[src/rtl/core/dirty_region_planner_macros.svh]
// Assertion macros of the dirty region planner RTL
`ifndef DIRTY_REGION_PLANNER_MACROS_SVH
`define DIRTY_REGION_PLANNER_MACROS_SVH

// same-cycle implication
`define DRP_ASSERT_NOW(lbl, clk, rst, ante, cons, msg) \
   lbl: assert property (@(posedge clk) disable iff (rst) (ante) |-> (cons)) \
      else $error(msg);

// next-cycle implication
`define DRP_ASSERT_NEXT(lbl, clk, rst, ante, cons, msg) \
   lbl: assert property (@(posedge clk) disable iff (rst) (ante) |=> (cons)) \
      else $error(msg);

`endif

[src/rtl/core/drp_pkg.sv]
// Types and constants of the dirty region planner
`default_nettype none
package drp_pkg;

   localparam int CoordBits    = 16;
   localparam int RegBits      = 16;
   localparam int EdgeBits     = ((CoordBits > RegBits) ? CoordBits : RegBits) + 1;
   localparam int LaneCount    = 2;
   localparam int CsrIndexBits = 2;

   typedef logic [CoordBits-1:0]    coord_type;
   typedef logic [RegBits-1:0]      reg_type;
   typedef logic [EdgeBits-1:0]     edge_type;
   typedef logic [CsrIndexBits-1:0] csr_addr_type;

   typedef enum logic [CsrIndexBits-1:0] {
      CSR_PAD    = 2'd0,
      CSR_WIDTH  = 2'd1,
      CSR_HEIGHT = 2'd2
   } csr_index_type;

   typedef struct packed {
      reg_type pad;
      reg_type width;
      reg_type height;
   } cfg_type;

   typedef struct packed {
      coord_type x;
      coord_type y;
      coord_type w;
      coord_type h;
   } rect_type;

   typedef struct packed {
      logic     valid;
      edge_type l;
      edge_type t;
      edge_type r;
      edge_type b;
   } box_type;

   typedef struct packed {
      logic adv_clip;
      logic adv_grow;
      logic adv_out;
   } stage_ctl_type;

   typedef struct packed {
      coord_type x;
      coord_type y;
      coord_type w;
      coord_type h;
      logic      empty;
   } result_type;

endpackage
`default_nettype wire

[src/rtl/core/drp_ifs.sv]
// Channel interfaces of the dirty region planner
`default_nettype none
interface drp_req_if;
   logic               valid;
   logic               ready;
   drp_pkg::coord_type cur_x;
   drp_pkg::coord_type cur_y;
   drp_pkg::coord_type cur_w;
   drp_pkg::coord_type cur_h;
   drp_pkg::coord_type prev_x;
   drp_pkg::coord_type prev_y;
   drp_pkg::coord_type prev_w;
   drp_pkg::coord_type prev_h;

   modport source (output valid, cur_x, cur_y, cur_w, cur_h,
                   prev_x, prev_y, prev_w, prev_h, input ready);
   modport sink   (input valid, cur_x, cur_y, cur_w, cur_h,
                   prev_x, prev_y, prev_w, prev_h, output ready);
endinterface

interface drp_rsp_if;
   logic               valid;
   logic               ready;
   drp_pkg::coord_type dirty_x;
   drp_pkg::coord_type dirty_y;
   drp_pkg::coord_type dirty_w;
   drp_pkg::coord_type dirty_h;
   logic               dirty_empty;

   modport source (output valid, dirty_x, dirty_y, dirty_w, dirty_h, dirty_empty,
                   input ready);
   modport sink   (input valid, dirty_x, dirty_y, dirty_w, dirty_h, dirty_empty,
                   output ready);
endinterface

interface drp_csr_if;
   logic                  valid;
   logic                  ready;
   drp_pkg::csr_addr_type index;
   drp_pkg::reg_type      data;

   modport source (output valid, index, data, input ready);
   modport sink   (input valid, index, data, output ready);
endinterface
`default_nettype wire

[src/rtl/core/drp_lane.sv]
// One rectangle lane: clip to the display, then pad and clip again
`default_nettype none
module drp_lane (
   input  logic                   clock,
   input  drp_pkg::stage_ctl_type ctl,
   input  drp_pkg::cfg_type       cfg,
   input  drp_pkg::rect_type      rect,
   output drp_pkg::box_type       box
);
   import drp_pkg::*;

   edge_type sw_e;
   edge_type sh_e;
   edge_type pad_e;
   edge_type x_e;
   edge_type y_e;
   edge_type xr_e;
   edge_type yb_e;
   edge_type r_sum;
   edge_type b_sum;
   box_type  clip_in;
   box_type  clip_ff;
   box_type  grow_in;
   box_type  grow_ff;

   assign sw_e  = EdgeBits'(cfg.width);
   assign sh_e  = EdgeBits'(cfg.height);
   assign pad_e = EdgeBits'(cfg.pad);
   assign x_e   = EdgeBits'(rect.x);
   assign y_e   = EdgeBits'(rect.y);
   assign xr_e  = x_e + EdgeBits'(rect.w);
   assign yb_e  = y_e + EdgeBits'(rect.h);

   always_comb begin
      clip_in.l     = (x_e  < sw_e) ? x_e  : sw_e;
      clip_in.t     = (y_e  < sh_e) ? y_e  : sh_e;
      clip_in.r     = (xr_e < sw_e) ? xr_e : sw_e;
      clip_in.b     = (yb_e < sh_e) ? yb_e : sh_e;
      clip_in.valid = (cfg.width != '0) && (cfg.height != '0) &&
                      (rect.w != '0) && (rect.h != '0) &&
                      (clip_in.r > clip_in.l) && (clip_in.b > clip_in.t);
   end

   always_ff @(posedge clock) begin
      if (ctl.adv_clip) begin
         clip_ff <= clip_in;
      end
   end

   assign r_sum = clip_ff.r + pad_e;
   assign b_sum = clip_ff.b + pad_e;

   always_comb begin
      grow_in.l     = (clip_ff.l > pad_e) ? (clip_ff.l - pad_e) : '0;
      grow_in.t     = (clip_ff.t > pad_e) ? (clip_ff.t - pad_e) : '0;
      grow_in.r     = (r_sum < sw_e) ? r_sum : sw_e;
      grow_in.b     = (b_sum < sh_e) ? b_sum : sh_e;
      grow_in.valid = clip_ff.valid &&
                      (grow_in.r > grow_in.l) && (grow_in.b > grow_in.t);
   end

   always_ff @(posedge clock) begin
      if (ctl.adv_grow) begin
         grow_ff <= grow_in;
      end
   end

   assign box = grow_ff;

endmodule
`default_nettype wire

[src/rtl/core/drp_merge.sv]
// Bounding union of the lane boxes into the output register
`default_nettype none
module drp_merge (
   input  logic                   clock,
   input  drp_pkg::stage_ctl_type ctl,
   input  drp_pkg::box_type       boxes [drp_pkg::LaneCount],
   output drp_pkg::result_type    result
);
   import drp_pkg::*;

   box_type    acc;
   result_type result_in;
   result_type result_ff;

   always_comb begin
      acc = '0;
      for (int i = 0; i < LaneCount; i++) begin
         if (boxes[i].valid) begin
            if (!acc.valid) begin
               acc = boxes[i];
            end else begin
               acc.l = (boxes[i].l < acc.l) ? boxes[i].l : acc.l;
               acc.t = (boxes[i].t < acc.t) ? boxes[i].t : acc.t;
               acc.r = (boxes[i].r > acc.r) ? boxes[i].r : acc.r;
               acc.b = (boxes[i].b > acc.b) ? boxes[i].b : acc.b;
            end
         end
      end
   end

   always_comb begin
      result_in = '0;
      if (acc.valid) begin
         result_in.x = CoordBits'(acc.l);
         result_in.y = CoordBits'(acc.t);
         result_in.w = CoordBits'(acc.r - acc.l);
         result_in.h = CoordBits'(acc.b - acc.t);
      end else begin
         result_in.empty = 1'b1;
      end
   end

   always_ff @(posedge clock) begin
      if (ctl.adv_out) begin
         result_ff <= result_in;
      end
   end

   assign result = result_ff;

endmodule
`default_nettype wire

[src/rtl/core/dirty_region_planner.sv]
// Top level of the dirty region planner
//
//   channel   dir   beat contents
//   req_bus   in    current and previous rectangle (x, y, w, h each)
//   rsp_bus   out   dirty_x, dirty_y, dirty_w, dirty_h, dirty_empty
//   csr_bus   in    register index and write data, always ready
//
// Three-stage pipeline: clip, pad, union. One beat per cycle while rsp_bus is not stalled.
// Each stage loads when empty or when the stage after it moves on.
// Reset clears the stage valids and the registers (pad, width, height) to zero.
// A stalled rsp_bus backs up through the stages to req_bus.ready.
`default_nettype none
`include "dirty_region_planner_macros.svh"
module dirty_region_planner (
   input  logic         clock,
   input  logic         reset,
   drp_req_if.sink      req_bus,
   drp_rsp_if.source    rsp_bus,
   drp_csr_if.sink      csr_bus
);
   import drp_pkg::*;

   cfg_type       cfg_ff;
   cfg_type       cfg_in;
   logic          s1_v_ff;
   logic          s1_v_in;
   logic          s2_v_ff;
   logic          s2_v_in;
   logic          s3_v_ff;
   logic          s3_v_in;
   logic          out_ready;
   logic          s2_ready;
   logic          s1_ready;
   stage_ctl_type ctl;
   rect_type      rects [LaneCount];
   box_type       boxes [LaneCount];
   result_type    result;
   edge_type      span_x;
   edge_type      span_y;

   // config registers
   assign csr_bus.ready = 1'b1;

   always_comb begin
      cfg_in = cfg_ff;
      if (csr_bus.valid) begin
         case (csr_bus.index)
            CSR_PAD:    cfg_in.pad    = csr_bus.data;
            CSR_WIDTH:  cfg_in.width  = csr_bus.data;
            CSR_HEIGHT: cfg_in.height = csr_bus.data;
            default:    cfg_in = cfg_ff;
         endcase
      end
   end

   // stage control
   assign out_ready     = !s3_v_ff || rsp_bus.ready;
   assign s2_ready      = !s2_v_ff || out_ready;
   assign s1_ready      = !s1_v_ff || s2_ready;
   assign req_bus.ready = s1_ready;

   assign ctl.adv_clip = s1_ready;
   assign ctl.adv_grow = s2_ready;
   assign ctl.adv_out  = out_ready;

   assign s1_v_in = s1_ready  ? req_bus.valid : s1_v_ff;
   assign s2_v_in = s2_ready  ? s1_v_ff       : s2_v_ff;
   assign s3_v_in = out_ready ? s2_v_ff       : s3_v_ff;

   always_ff @(posedge clock) begin
      if (reset) begin
         cfg_ff  <= '0;
         s1_v_ff <= 1'b0;
         s2_v_ff <= 1'b0;
         s3_v_ff <= 1'b0;
      end else begin
         cfg_ff  <= cfg_in;
         s1_v_ff <= s1_v_in;
         s2_v_ff <= s2_v_in;
         s3_v_ff <= s3_v_in;
      end
   end

   // lanes
   assign rects[0] = '{x: req_bus.cur_x,  y: req_bus.cur_y,
                       w: req_bus.cur_w,  h: req_bus.cur_h};
   assign rects[1] = '{x: req_bus.prev_x, y: req_bus.prev_y,
                       w: req_bus.prev_w, h: req_bus.prev_h};

   for (genvar i = 0; i < LaneCount; i++) begin : g_lane
      drp_lane u_lane (
         .clock (clock),
         .ctl   (ctl),
         .cfg   (cfg_ff),
         .rect  (rects[i]),
         .box   (boxes[i])
      );
   end

   drp_merge u_merge (
      .clock  (clock),
      .ctl    (ctl),
      .boxes  (boxes),
      .result (result)
   );

   assign rsp_bus.valid       = s3_v_ff;
   assign rsp_bus.dirty_x     = result.x;
   assign rsp_bus.dirty_y     = result.y;
   assign rsp_bus.dirty_w     = result.w;
   assign rsp_bus.dirty_h     = result.h;
   assign rsp_bus.dirty_empty = result.empty;

   // checks
   assign span_x = EdgeBits'(result.x) + EdgeBits'(result.w);
   assign span_y = EdgeBits'(result.y) + EdgeBits'(result.h);

   `DRP_ASSERT_NOW(a_empty_zero, clock, reset, s3_v_ff && result.empty,
      (result.x == '0) && (result.y == '0) && (result.w == '0) && (result.h == '0),
      "empty beat carries nonzero region")
   `DRP_ASSERT_NOW(a_region_on_screen, clock, reset, s3_v_ff && !result.empty,
      (result.w != '0) && (result.h != '0) &&
      (span_x <= EdgeBits'(cfg_ff.width)) && (span_y <= EdgeBits'(cfg_ff.height)),
      "region degenerate or off the display")
   `DRP_ASSERT_NEXT(a_accept_loads, clock, reset, req_bus.valid && req_bus.ready,
      s1_v_ff, "accepted beat lost at clip stage")
   `DRP_ASSERT_NEXT(a_grow_holds, clock, reset, s2_v_ff && !out_ready,
      s2_v_ff && s3_v_ff, "stalled pad stage dropped its beat")

endmodule
`default_nettype wire
[src/flat_wrapper.sv]
// flat-port wrapper written by rule: the top's interface ports become plain ports
module dirty_region_planner_flat import drp_pkg::*;
  (clock, reset, req_bus_valid, req_bus_cur_x, req_bus_cur_y, req_bus_cur_w, req_bus_cur_h, req_bus_prev_x, req_bus_prev_y, req_bus_prev_w, req_bus_prev_h, req_bus_ready, rsp_bus_valid, rsp_bus_dirty_x, rsp_bus_dirty_y, rsp_bus_dirty_w, rsp_bus_dirty_h, rsp_bus_dirty_empty, rsp_bus_ready, csr_bus_valid, csr_bus_index, csr_bus_data, csr_bus_ready);
  drp_req_if req_bus_i ();
  drp_rsp_if rsp_bus_i ();
  drp_csr_if csr_bus_i ();
  input  logic clock;
  input  logic reset;
  input wire logic [$bits(req_bus_i.valid)-1:0] req_bus_valid;
  input wire logic [$bits(req_bus_i.cur_x)-1:0] req_bus_cur_x;
  input wire logic [$bits(req_bus_i.cur_y)-1:0] req_bus_cur_y;
  input wire logic [$bits(req_bus_i.cur_w)-1:0] req_bus_cur_w;
  input wire logic [$bits(req_bus_i.cur_h)-1:0] req_bus_cur_h;
  input wire logic [$bits(req_bus_i.prev_x)-1:0] req_bus_prev_x;
  input wire logic [$bits(req_bus_i.prev_y)-1:0] req_bus_prev_y;
  input wire logic [$bits(req_bus_i.prev_w)-1:0] req_bus_prev_w;
  input wire logic [$bits(req_bus_i.prev_h)-1:0] req_bus_prev_h;
  output wire logic [$bits(req_bus_i.ready)-1:0] req_bus_ready;
  output wire logic [$bits(rsp_bus_i.valid)-1:0] rsp_bus_valid;
  output wire logic [$bits(rsp_bus_i.dirty_x)-1:0] rsp_bus_dirty_x;
  output wire logic [$bits(rsp_bus_i.dirty_y)-1:0] rsp_bus_dirty_y;
  output wire logic [$bits(rsp_bus_i.dirty_w)-1:0] rsp_bus_dirty_w;
  output wire logic [$bits(rsp_bus_i.dirty_h)-1:0] rsp_bus_dirty_h;
  output wire logic [$bits(rsp_bus_i.dirty_empty)-1:0] rsp_bus_dirty_empty;
  input wire logic [$bits(rsp_bus_i.ready)-1:0] rsp_bus_ready;
  input wire logic [$bits(csr_bus_i.valid)-1:0] csr_bus_valid;
  input wire logic [$bits(csr_bus_i.index)-1:0] csr_bus_index;
  input wire logic [$bits(csr_bus_i.data)-1:0] csr_bus_data;
  output wire logic [$bits(csr_bus_i.ready)-1:0] csr_bus_ready;
  assign req_bus_i.valid = req_bus_valid;
  assign req_bus_i.cur_x = req_bus_cur_x;
  assign req_bus_i.cur_y = req_bus_cur_y;
  assign req_bus_i.cur_w = req_bus_cur_w;
  assign req_bus_i.cur_h = req_bus_cur_h;
  assign req_bus_i.prev_x = req_bus_prev_x;
  assign req_bus_i.prev_y = req_bus_prev_y;
  assign req_bus_i.prev_w = req_bus_prev_w;
  assign req_bus_i.prev_h = req_bus_prev_h;
  assign req_bus_ready = req_bus_i.ready;
  assign rsp_bus_valid = rsp_bus_i.valid;
  assign rsp_bus_dirty_x = rsp_bus_i.dirty_x;
  assign rsp_bus_dirty_y = rsp_bus_i.dirty_y;
  assign rsp_bus_dirty_w = rsp_bus_i.dirty_w;
  assign rsp_bus_dirty_h = rsp_bus_i.dirty_h;
  assign rsp_bus_dirty_empty = rsp_bus_i.dirty_empty;
  assign rsp_bus_i.ready = rsp_bus_ready;
  assign csr_bus_i.valid = csr_bus_valid;
  assign csr_bus_i.index = csr_bus_index;
  assign csr_bus_i.data = csr_bus_data;
  assign csr_bus_ready = csr_bus_i.ready;
  dirty_region_planner u_core (.clock(clock), .reset(reset), .req_bus(req_bus_i), .rsp_bus(rsp_bus_i), .csr_bus(csr_bus_i));
endmodule
[config.mk]
export PLATFORM = sky130hd
export DESIGN_NAME = dirty_region_planner_flat
export DESIGN_NICKNAME = d
export VERILOG_FILES = /design/src/rtl/core/drp_pkg.sv /design/src/rtl/core/drp_ifs.sv /design/src/rtl/core/drp_lane.sv /design/src/rtl/core/drp_merge.sv /design/src/rtl/core/dirty_region_planner.sv /design/src/flat_wrapper.sv
export VERILOG_INCLUDE_DIRS = /design/src /design/src/rtl/core
export SDC_FILE = /design/constraint.sdc
export NUM_CORES = 2
export LEC_CHECK = 0
export BUFFER_PORTS_ARGS = -buffer_cell sky130_fd_sc_hd__buf_2
export CAP_MARGIN = 0
export CORE_ASPECT_RATIO = 1.25
export CORE_MARGIN = 2
export CORE_UTILIZATION = 40
export DETAILED_ROUTE_END_ITERATION = 10
export HOLD_SLACK_MARGIN = 0.08
export PLACE_DENSITY_LB_ADDON = 0.2
export SLEW_MARGIN = 20
export SYNTH_ARGS = -nofsm -noshare
export SYNTH_HDL_FRONTEND = slang
export SYNTH_HIERARCHICAL = 1
export SYNTH_SLANG_ARGS = --single-unit
[constraint.sdc]
create_clock -name clock -period 8.5 [get_ports clock]
set_input_delay 1.7 -clock clock [delete_from_list [all_inputs] [get_ports clock]]
set_output_delay 1.7 -clock clock [all_outputs]
set_load 0.1 [all_outputs]
==> impl_metrics.yaml <==
job:
  drv_cap: 0
drt:
  vias: 29547
  wl_per_cell_um: 23.1
  vias_per_cell: 5.75
  remaining_drc_errors: 0
  dr.pass1.iters: 6
  routed_wl_um: 119000
  antenna_left: 0
  drtIter0Drc: 1981
synthesis:
  synthCells: 3661
  yosysMostFrequentCell: "ha_1"
  async_flop_share_pct: 0
  ys_warn_count: 6
  synth_compound_area_share_pct: 16.6
  synth_top_cells_by_area: "edfxtp_1, ha_1, a21oi_1"
  synthFlopType: "edfxtp_1"
  synth-xor-area-share_pct: 4.14
  muxShareOfSynthArea_pct: 8.64
  yosysTopAreaCellShare_pct: 28.0
  yosys-top-cells-count: "ha_1, edfxtp_1, a21oi_1"
  syn_area_per_cell_um2: 9.87
  synthAdderAreaFrac_pct: 21.6
  yosys.area_share.simple_pct: 14.9
  netlist_area_um2: 36100
  ys_seq_elements: 388
  synth_edf_count: 337
  synth_top_family_by_area: "adder cells"
  ys_seq_area_share_pct: 30.8
  synth_top_area_cell: "edfxtp_1"
  synth.distinct_cells: 104
grt:
  grt_max_degree: 136
  grt.total_usage_pct: 25.2
  grt_pass1_wl_um: 177000
  grt_pass1_vias: 28797
  antenna_found_initial: 4
  overflow: 0
die:
  dieArea_um2: 92700
  start_util_pct: 40.3
  die_height_um: 340
  core_area_um2: 89700
  chipWidth_um: 273
  core.rowCount: 123
  io_pins: 219
sta:
  tightest_slew_ns: 1.06
  fin_crit_ns: 7.05
  fin_setup_tns_ns: 0
  grt_setup_unrepaired: "no"
  skew_ns: 0.0216
  final-hold-violation-count: 0
  fmax_ghz: 0.142
  relSlewSlack_pct: 29.1
  report.final.slew_viol_count: 0
  whs_ns: 0.464
  final.period_utilization_pct: 83.0
  setup_viol: 0
worst_hold_path:
  hold_start: "u_core/s2_v_ff"
  hp-class: "reg2reg"
  min_to: "u_core/rsp_bus.valid"
  holdPathStages: 2
power:
  cellPowerDensity_nw_per_um2: 207
  vdd_drop_max_mv: 0.184
  p_total_mw: 8.37
  p_leak_nw: 18.0
clock_tree:
  cts_buffers: 45
  hold_buffers: 0
  path_clk_slew_ns: 0.06
  cts_tree: "built"
  post_cts_resized: 0
  clk_latency_ns: 0.60
  cts_root_buffer: "clkbuf_16"
  clk_path_buf_depth: 3
  cts_setup_buffers: 0
  htree_levels: 2
  cts_sinks: 388
critical_path:
  cp-start-kind: "register"
  cp_top_family: "compound AO/OA/AOI/OAI gates"
  path_max_fanout: 7
  slowest_stage: "dfxtp_1"
  timing.rr.end: "u_core/g_lane[1].u_lane/box[68]"
  rr_startpoint: "u_core/cfg_ff[32]"
  endpoint_kind: "register"
  ff2ff_setup_slack_ns: 1.45
  reg2reg_depth: 26
  worst_ep_required_time_ns: 8.78
  crit_type: "reg2reg"
  arrival_ns: 7.34
  cp.buffers_inverters: 1
  cpPeakStageDelay_ns: 0.93
final_layout:
  fill_cells: 8673
  drive_gt1_share_pct: 13.6
  finalNetCount: 4684
  fin_util_pct: 45.2
  area_delta_synth_final_pct: 12.2
  fin_cells: 5142
placement:
  io_buffers: 217
  gp_congestion: 0.967
  hpwl_um: 96000
  dp_cells: 5059
run_status:
  status: "finished, final reports clean"
## where the power goes
part	switching, mW	internal, mW	total (mW)	leakage, nW
Clock	0.844	1.27	2.11	0.791
Sequential	0.178	2.43	2.60	4.40
Combinational	2.16	1.50	3.65	12.8
## registers in the layout (all words and copies together), names as in the netlist
register and flops:
u_core/u_merge/result 65, u_core/s1_v_ff 1, u_core/rsp_bus.valid 1, u_core/g_lane.u_lane/box 138, u_core/g_lane.u_lane/clip_ff 134, u_core/cfg_ff 48, u_core/s2_v_ff 1
## layer usage
| metal | part of all wire [%] | track usage [%] |
|---|---|---|
| met1 | 43 | 32.5 |
| met2 | 46 | 42.1 |
| met3 | 4.7 | 2.32 |
| met4 | 5.7 | 12.6 |
| met5 | 0 | 0 |
## kinds of logic after synthesis
| logic type | count (synthesis) |
|---|---|
| and+or+nand+nor | 1024 |
| AOI/OAI and AO/OA | 893 |
| adders and majority gates | 614 |
| DFF | 388 |
| buffers and inverters | 289 |
| muxes | 281 |
| xor gates and xnor gates | 169 |
| other | 3 |
## how the worst max path moves through the flow
stage	slack, ns	to	startpoint	cells after the start
6_report	1.45	u_core/g_lane[1].u_lane/box[68]	u_core/cfg_ff[32]	26
3_5_place_dp	0.98	u_core/g_lane[1].u_lane/clip_ff[68]	req_bus_prev_y[0]	24
2_1_floorplan	0.07	u_core/g_lane[0].u_lane/clip_ff[0]	rsp_bus_ready	1
4_1_cts	1.47	u_core/g_lane[1].u_lane/box[68]	u_core/cfg_ff[32]	27
3_3_place_gp	0.98	u_core/g_lane[1].u_lane/clip_ff[68]	req_bus_prev_y[0]	24
5_1_grt	1.17	u_core/g_lane[0].u_lane/clip_ff[68]	req_bus_cur_h[0]	26
## metrics by stage
stage               setup slack [ns]  area [µm²]
global placement               0.982       38900
global route                    1.17       40500
floorplan                     0.0683       36200
finish                          1.45       40500
CTS                             1.47       40500
detailed placement             0.984       38900
## final cells by class
cell class	instances	area (µm²)	share of cell area, %
Antenna cell	1	2.50	0.00618
Clock buffer	62	1380	3.40
Clock inverter	20	245	0.605
Inverter	204	766	1.89
Multi-Input combinational cell	2994	23900	59.0
Sequential cell	388	11100	27.5
Tap cell	1187	1490	3.66
Timing Repair Buffer	286	1620	3.99
## worst reg2reg max path, delay by kind of cell, from the launching register on
| kind | cells | cell delay [ns] |
|---|---|---|
| muxes | 2 | 0.78 |
| xor gates and xnor gates | 1 | 0.33 |
| and+or+nand+nor | 6 | 0.76 |
| AOI/OAI and AO/OA | 12 | 2.50 |
| DFF | 1 | 0.93 |
| buffers and inverters | 1 | 0.07 |
| adders and majority gates | 4 | 1.36 |
## cell usage in the layout, fill, tap and decap left out, types with 75 or more instances in the layout
cell      Yosys  final
inv_1       197    197
nand2b_1    116    115
a21oi_1     233    230
nor2_1      155    155
buf_2        11    217
nand2_1     220    220
mux2_2      100    100
o21ai_0     144    144
ha_1        600    600
a21o_1      115    115
mux2i_1     109    109
edfxtp_1    337    337
nand4_1      75     75
xnor2_1     112    112
nand3_1      86     86
No activity file was read; power rests on OpenSTA's default activity.
